===== config.mk =====
export PLATFORM = sky130hd
export DESIGN_NAME = ipv4_longest_prefix_router
export DESIGN_NICKNAME = d
export VERILOG_FILES = /design/src/rtl/lpr_pkg.sv /design/src/rtl/lpr_ram.sv /design/src/rtl/lpr_match.sv /design/src/rtl/ipv4_longest_prefix_router.sv
export SDC_FILE = /design/constraint.sdc
export NUM_CORES = 2
export LEC_CHECK = 0
export BUFFER_PORTS_ARGS = -buffer_cell sky130_fd_sc_hd__buf_2
export CAP_MARGIN = 10
export CORE_UTILIZATION = 50
export CTS_BUF_LIST = sky130_fd_sc_hd__clkbuf_8
export CTS_CLUSTER_DIAMETER = 50
export CTS_CLUSTER_SIZE = 25
export DETAILED_ROUTE_END_ITERATION = 10
export MAX_ROUTING_LAYER = met4
export PLACE_DENSITY = 0.76
export SETUP_SLACK_MARGIN = 0.5
export SKIP_CTS_REPAIR_TIMING = 1
export SLEW_MARGIN = 20
export SYNTH_ARGS = -nofsm -noshare
export SYNTH_HDL_FRONTEND = slang
export SYNTH_HIERARCHICAL = 1
export SYNTH_SLANG_ARGS = --single-unit

===== constraint.sdc =====
create_clock -name clk -period 7.9 [get_ports clk]
set_input_delay 1.58 -clock clk [delete_from_list [all_inputs] [get_ports clk]]
set_output_delay 1.58 -clock clk [all_outputs]
set_load 0.1 [all_outputs]

===== src/rtl/lpr_pkg.sv =====
package lpr_pkg;

  // Table sizing
  localparam int MAX_ROUTES = 32;
  localparam int NUM_IFACES = 8;

  localparam int ADDR_W  = 32;
  localparam int LEN_W   = 6;
  localparam int IFACE_W = 3;
  localparam int TTL_W   = 8;
  localparam int STAT_W  = 3;

  localparam int IDX_W = (MAX_ROUTES > 1) ? $clog2(MAX_ROUTES) : 1;
  localparam int CNT_W = $clog2(MAX_ROUTES + 1);

  localparam logic [LEN_W-1:0] LEN_MAX = LEN_W'(ADDR_W);
  localparam int IFACE_TOP = (NUM_IFACES > (1 << IFACE_W)) ? ((1 << IFACE_W) - 1)
                                                           : (NUM_IFACES - 1);

  // Operation codes
  localparam logic OP_ADD   = 1'b0;
  localparam logic OP_ROUTE = 1'b1;

  // Status codes
  localparam logic [STAT_W-1:0] ST_ADDED     = 3'd0;
  localparam logic [STAT_W-1:0] ST_FORWARDED = 3'd1;
  localparam logic [STAT_W-1:0] ST_DROP_TTL  = 3'd2;
  localparam logic [STAT_W-1:0] ST_NO_ROUTE  = 3'd3;
  localparam logic [STAT_W-1:0] ST_FULL      = 3'd4;

  typedef struct packed {
    logic               operation;
    logic [ADDR_W-1:0]  prefix;
    logic [LEN_W-1:0]   prefix_len;
    logic               has_next_hop;
    logic [ADDR_W-1:0]  gateway_addr;
    logic [IFACE_W-1:0] iface_index;
    logic [ADDR_W-1:0]  dst_addr;
    logic [TTL_W-1:0]   ttl_in;
  } req_t;

  typedef struct packed {
    logic [STAT_W-1:0]  status;
    logic [IFACE_W-1:0] out_iface;
    logic [ADDR_W-1:0]  next_hop_addr;
    logic [TTL_W-1:0]   ttl_out;
  } rsp_t;

  // One stored route as it sits in the table RAM
  typedef struct packed {
    logic [ADDR_W-1:0]  prefix;
    logic [LEN_W-1:0]   len;
    logic               has_gw;
    logic [ADDR_W-1:0]  gw;
    logic [IFACE_W-1:0] iface;
  } route_t;

  localparam int ROUTE_W = $bits(route_t);

endpackage


===== src/rtl/lpr_ram.sv =====
module lpr_ram #(
  parameter int WIDTH = 8,
  parameter int DEPTH = 16
) (
  input  logic                                        clk,
  input  logic                                        we,
  input  logic [((DEPTH > 1) ? $clog2(DEPTH) : 1)-1:0] waddr,
  input  logic [WIDTH-1:0]                            wdata,
  input  logic [((DEPTH > 1) ? $clog2(DEPTH) : 1)-1:0] raddr,
  output logic [WIDTH-1:0]                            rdata
);

  logic [WIDTH-1:0] mem [DEPTH];

  always_ff @(posedge clk) begin
    if (we) begin
      mem[waddr] <= wdata;
    end
    rdata <= mem[raddr];
  end

endmodule


===== src/rtl/lpr_match.sv =====
module lpr_match (
  input  lpr_pkg::route_t                entry,
  input  logic [lpr_pkg::ADDR_W-1:0]     dst,
  input  logic [lpr_pkg::LEN_W-1:0]      best_len,
  output logic                           hit
);
  import lpr_pkg::*;

  logic [ADDR_W-1:0] mask;

  // Stored lengths are at most 32; a shift by 32 clears the word
  assign mask = ~({ADDR_W{1'b1}} >> entry.len);
  assign hit  = (((entry.prefix ^ dst) & mask) == '0) && (entry.len >= best_len);

endmodule


===== src/rtl/ipv4_longest_prefix_router.sv =====
// Channel | Signals                   | Beat
// --------+---------------------------+--------------------------------------
// req     | req_valid, req_ready, req | add a route or route one header
// rsp     | rsp_valid, rsp_ready, rsp | status, interface, next hop, TTL
//
// An add, a dropped header or an empty-table lookup skips the scan: S_IDLE to S_DONE.
// A lookup walks every stored route through S_SCAN, then S_FIN, then S_DONE:
// the table RAM yields one route a cycle into a single masked compare unit.
// req_ready rises at the same clock edge that loads the result into rsp.
// Reset empties the table at once (the route count goes to zero); no sweep.
// req_ready is low while an item is in work; a result held by a stalled rsp
// beat lets the next item enter and work until its own result is ready.
module ipv4_longest_prefix_router (
  input  logic           clk,
  input  logic           rst,
  input  logic           req_valid,
  output logic           req_ready,
  input  lpr_pkg::req_t  req,
  output logic           rsp_valid,
  input  logic           rsp_ready,
  output lpr_pkg::rsp_t  rsp
);
  import lpr_pkg::*;

  typedef enum logic [3:0] {
    S_IDLE = 4'b0001,
    S_SCAN = 4'b0010,
    S_FIN  = 4'b0100,
    S_DONE = 4'b1000
  } state_t;

  state_t state, state_next;

  logic [CNT_W-1:0]  count, count_next;
  logic [IDX_W-1:0]  rd_idx, rd_idx_next;
  logic              cmp_vld;

  logic [ADDR_W-1:0] dst;
  logic [TTL_W-1:0]  ttl_m1;
  logic [STAT_W-1:0] res_status, res_status_next;

  logic               found;
  logic [LEN_W-1:0]   best_len;
  logic               best_has_gw;
  logic [ADDR_W-1:0]  best_gw;
  logic [IFACE_W-1:0] best_iface;

  logic   accept;
  logic   rsp_free;
  logic   load_rsp;
  logic   start_scan;
  logic   hit;
  logic   take_hit;
  logic   ram_we;
  route_t wr_entry;
  route_t rd_entry;
  rsp_t   rsp_next;

  assign req_ready = (state == S_IDLE);
  assign accept    = req_valid && req_ready;
  assign rsp_free  = !rsp_valid || rsp_ready;
  assign take_hit  = cmp_vld && hit;

  // Build the stored route: saturate length and interface, drop unused gateway
  always_comb begin
    wr_entry.prefix = req.prefix;
    wr_entry.len    = (req.prefix_len > LEN_MAX) ? LEN_MAX : req.prefix_len;
    wr_entry.has_gw = req.has_next_hop;
    wr_entry.gw     = req.has_next_hop ? req.gateway_addr : '0;
    wr_entry.iface  = (req.iface_index > IFACE_W'(IFACE_TOP)) ? IFACE_W'(IFACE_TOP)
                                                              : req.iface_index;
  end

  lpr_ram #(
    .WIDTH (ROUTE_W),
    .DEPTH (MAX_ROUTES)
  ) u_table (
    .clk   (clk),
    .we    (ram_we),
    .waddr (count[IDX_W-1:0]),
    .wdata (wr_entry),
    .raddr (rd_idx),
    .rdata (rd_entry)
  );

  // Shared compare unit: one stored route per cycle
  lpr_match u_match (
    .entry    (rd_entry),
    .dst      (dst),
    .best_len (best_len),
    .hit      (hit)
  );

  // Sequencer
  always_comb begin
    state_next      = state;
    count_next      = count;
    rd_idx_next     = rd_idx;
    res_status_next = res_status;
    ram_we          = 1'b0;
    start_scan      = 1'b0;
    load_rsp        = 1'b0;
    unique case (state)
      S_IDLE: begin
        rd_idx_next = '0;
        if (accept) begin
          priority if (req.operation == OP_ADD) begin
            state_next = S_DONE;
            if (count == CNT_W'(MAX_ROUTES)) begin
              res_status_next = ST_FULL;
            end else begin
              ram_we          = 1'b1;
              count_next      = count + CNT_W'(1);
              res_status_next = ST_ADDED;
            end
          end else if (req.ttl_in <= TTL_W'(1)) begin
            res_status_next = ST_DROP_TTL;
            state_next      = S_DONE;
          end else if (count == '0) begin
            res_status_next = ST_NO_ROUTE;
            state_next      = S_DONE;
          end else begin
            start_scan = 1'b1;
            state_next = S_SCAN;
          end
        end
      end
      S_SCAN: begin
        // Advance the read pointer; the last issued read is compared in S_FIN
        rd_idx_next = rd_idx + IDX_W'(1);
        if (CNT_W'(rd_idx) + CNT_W'(1) == count) begin
          state_next = S_FIN;
        end
      end
      S_FIN: begin
        res_status_next = (found || take_hit) ? ST_FORWARDED : ST_NO_ROUTE;
        state_next      = S_DONE;
      end
      S_DONE: begin
        // Hold the result until the output register is free
        if (rsp_free) begin
          load_rsp   = 1'b1;
          state_next = S_IDLE;
        end
      end
      default: begin
        state_next = S_IDLE;
      end
    endcase
  end

  always_comb begin
    rsp_next        = '0;
    rsp_next.status = res_status;
    if (res_status == ST_FORWARDED) begin
      rsp_next.out_iface     = best_iface;
      rsp_next.next_hop_addr = best_has_gw ? best_gw : dst;
      rsp_next.ttl_out       = ttl_m1;
    end
  end

  // Control state
  always_ff @(posedge clk) begin
    if (rst) begin
      state     <= S_IDLE;
      count     <= '0;
      cmp_vld   <= 1'b0;
      found     <= 1'b0;
      rsp_valid <= 1'b0;
    end else begin
      state   <= state_next;
      count   <= count_next;
      cmp_vld <= (state == S_SCAN);
      if (start_scan) begin
        found <= 1'b0;
      end else if (take_hit) begin
        found <= 1'b1;
      end
      if (load_rsp) begin
        rsp_valid <= 1'b1;
      end else if (rsp_ready) begin
        rsp_valid <= 1'b0;
      end
    end
  end

  // Payload
  always_ff @(posedge clk) begin
    rd_idx     <= rd_idx_next;
    res_status <= res_status_next;
    if (accept) begin
      dst    <= req.dst_addr;
      ttl_m1 <= req.ttl_in - TTL_W'(1);
    end
    if (start_scan) begin
      best_len <= '0;
    end else if (take_hit) begin
      // Equal length keeps the later route: compare is >=
      best_len    <= rd_entry.len;
      best_has_gw <= rd_entry.has_gw;
      best_gw     <= rd_entry.gw;
      best_iface  <= rd_entry.iface;
    end
    if (load_rsp) begin
      rsp <= rsp_next;
    end
  end

endmodule


==> results.md <==
- RSZ-0062 raised after global routing: false
- Clk Tree Root Cell: clkbuf_8
- Hold Path End: best_gw[13]
- Post-route ant nets: 0
- Boundary Pins: 167
- Setup violations, final: 0
- FMAX: 0.210 GHz
- Die ar.: 199000 um2
- Post-synthesis sequential area ratio: 0.781
- Grt ovf: 0
- First-pass GRT wire length: 348000 um
- Layout area overhead: 9.13%
- Hold_sp: u_table/rdata[16]
- Critical R2R Launch: count[0]
- Pre-antenna DRT Iters: 6
- Core area: 195000 um2
- Crit path time final: 4.76 ns
- Synth top area share: 0.762
- Setup CP Type: reg -> reg
- Largest net degree at the start of global routing: 130
- Layout cells sized above 1: 0.196
- FF+latch count, synth: 2591
- Final nets: 5221
- Mapped Area: 98500 um2
- GP Congestion: 0.887
- Pleak: 33.7 nW
- Syn_nets: 5017
- FP Rows: 162
- Final hold viol count: 0
- Data required time at the worst endpoint: 8.52 ns
- Die W: 446 um
- CTS Buffer Depth: 3
- DRT Wirelength: 248000 um
- Reg2reg end: u_table/mem[23][65]
- H-tree levels: 4
- R2R Setup Slk: 3.14 ns
- Worst Setup End Kind: register
- Post-synth EDFFs: 2498
- Inserted Clock Buffers: 185
- # Max-Cap Violations: 0
- Number of I/O port buffers: 166
- Maximum VDD drop: 0.187 mV
- DR iter-0 viols: 6690
- Hold path depth: 0
- Worst-Margin Slew: 1.11 ns
- Clk_skew: 0.0871 ns
- Clk_lat worst skew: 1.05 ns
- Worst Setup SP: count[0]
- Initial antenna violation count: 18
- Status: complete, no violations
- Chip height: 446 um
- Design area: 107000 um2
- Cells after Synth: 4887
- Synthesis Warnings: 6
- Arr. time, crit path: 5.38 ns
- Fin Hold WS: 0.388 ns
- Ys async rst share: 0
- Final Cycle Share: 0.602
- Wire per inst: 31.4 um
- CTS Sinks: 2591
- Pwr/cell area: 264 nW/um2
- Slew Limit Fails: 0
- Worst rel slew slack: 0.259
- Total number of vias: 49600
- Syn Area/Cell: 20.1 um2
- Initial Util: 0.504
- Worst-path clk slew: 0.14 ns
- Hpwl dp: 148000 um
- Kind of start point of the critical path: register
- CTS tree: done
- Post-synthesis cell type with the largest combined area: edfxtp_1
- Reg2Reg Depth: 8
- Worst hold path type: reg -> reg
- Final setup TNS: 0 ns
- Top FF cell, synth: edfxtp_1
- Routed vias/inst: 6.28
- Synth cell types: 68
- Final Util: 0.550
- CP Max Fanout: 31
- Placed Area: 103000 um2
- Vias in the first global route: 48500
- Total GRT Usage: 0.255
- Synth area leaders: edfxtp_1 76%, mux4_2 7.0%, mux2i_1 6.2%
- DRC errors left: 0
worst max-delay path by stage:
| stage | endpoint | slack [ns] |
|---|---|---|
| detailed placement | u_table/mem[31][34] | 2.57 |
| global placement | u_table/mem[10][22] | 2.53 |
| finish | u_table/mem[23][65] | 3.14 |
| global route | u_table/mem[23][65] | 3.01 |
| floorplan | u_table/mem[12][0] | 1.46 |
| CTS | u_table/mem[31][29] | 3.14 |
layer usage:
metal  global-route usage  routed length, um
met3               0.0627              28200
met4                0.102               9880
met5                    -                  0
met2                0.393             119000
met1                0.328              90600
critical path, stage by stage (launching register included):
cell and delay [ns]:
dfxtp_1 0.54, inv_1 0.11, ha_1 0.22, nor4b_1 0.20, a2111o_1 0.59, inv_1 0.26
nand3_1 0.75, nor2_4 1.02, buf_4 0.60
cell type report:
type,instances,area (um2)
Tap cell,2624,3280
Sequential cell,2591,76900
Multi-Input combinational cell,2001,20500
Fill cell,14300,87800
Antenna cell,13,32.5
Clock inverter,160,1970
Inverter,20,75.1
Timing Repair Buffer,292,2120
Clock buffer,191,2630
power breakdown:
part	internal [mW]	leakage [nW]	switching, mW
Clock	2.96	2.28	4.97
Sequential	15.4	23.5	0.341
Combinational	1.68	7.92	2.98
layout by cell type, fill, tap and decap left out, drive strengths merged, types with 5 or more instances in the layout:
cell type | synthesis | routed
edfxtp | 2498 | 2498
mux2i | 608 | 608
a22oi | 361 | 361
mux4 | 304 | 304
buf | 156 | 292
clkbuf | 119 | 191
nand3 | 150 | 150
inv | 20 | 102
nor2 | 94 | 94
dfxtp | 93 | 93
clkinv | 0 | 52
and2 | 51 | 51
a22o | 50 | 50
a31oi | 47 | 47
nand2 | 46 | 46
a21oi | 35 | 35
xor2 | 32 | 32
nand4 | 32 | 32
nor2b | 27 | 27
o21ai | 21 | 21
clkinvlp | 0 | 17
xnor2 | 14 | 14
nor3 | 14 | 14
diode | 0 | 13
ha | 11 | 11
o211ai | 9 | 9
bufinv | 0 | 9
a221oi | 8 | 8
or3 | 6 | 6
nor4 | 5 | 5
o22ai | 5 | 5
a211oi | 5 | 5
nand3b | 5 | 5
synthesized netlist by cell type (5+ instances only):
cell,number
buf_2,84
buf_6,16
nor2b_1,27
a21oi_1,35
mux4_2,304
mux2i_1,608
a31oi_1,47
xnor2_1,14
and2_1,50
edfxtp_1,2498
clkbuf_1,119
dfxtp_1,93
a211oi_1,5
a22o_1,50
or3_1,6
buf_4,41
a22oi_1,361
xor2_1,32
a221oi_1,7
o21ai_0,21
nor2_1,93
buf_1,15
o22ai_1,5
nand3_1,150
nand2_1,46
nand3b_1,5
inv_1,20
nand4_1,32
nor3_1,12
o211ai_1,9
ha_1,11
nor4_1,5
metrics by stage:
step | worst slack [ns] | power, mW | cells
after floorplan | 1.46 | 18.9 | 4887
after global placement | 2.53 | 20.6 | 7524
after detailed placement | 2.57 | 20.6 | 7526
after CTS | 3.14 | 28.4 | 7877
after global routing | 3.01 | 29.1 | 7892
final | 3.14 | 28.3 | 7892
state kept, by name, summed over array words and instances, names as in the netlist:
name / count
best_gw: 32
best_has_gw: 1
best_iface: 3
best_len: 6
cmp_vld: 1
count: 6
dst: 32
found: 1
rd_idx: 5
res_status: 3
rsp: 46
rsp_valid: 1
state: 4
ttl_m1: 8
u_table/mem: 2368
u_table/rdata: 74
kinds of logic (layout without fill, tap and decap cells):
logic type / after synthesis / in the layout / share of synthesized area
adders and majority gates: 12 / 12 / 0.00150
muxes: 913 / 913 / 0.131
other: 0 / 13 / 0
DFF: 2591 / 2591 / 0.781
and+or+nand+nor: 459 / 459 / 0.0244
buffers and inverters: 295 / 663 / 0.0151
AOI/OAI and AO/OA: 571 / 571 / 0.0426
xor gates and xnor gates: 46 / 46 / 0.00409
Note: power is estimated with default switching activity, not from simulation.
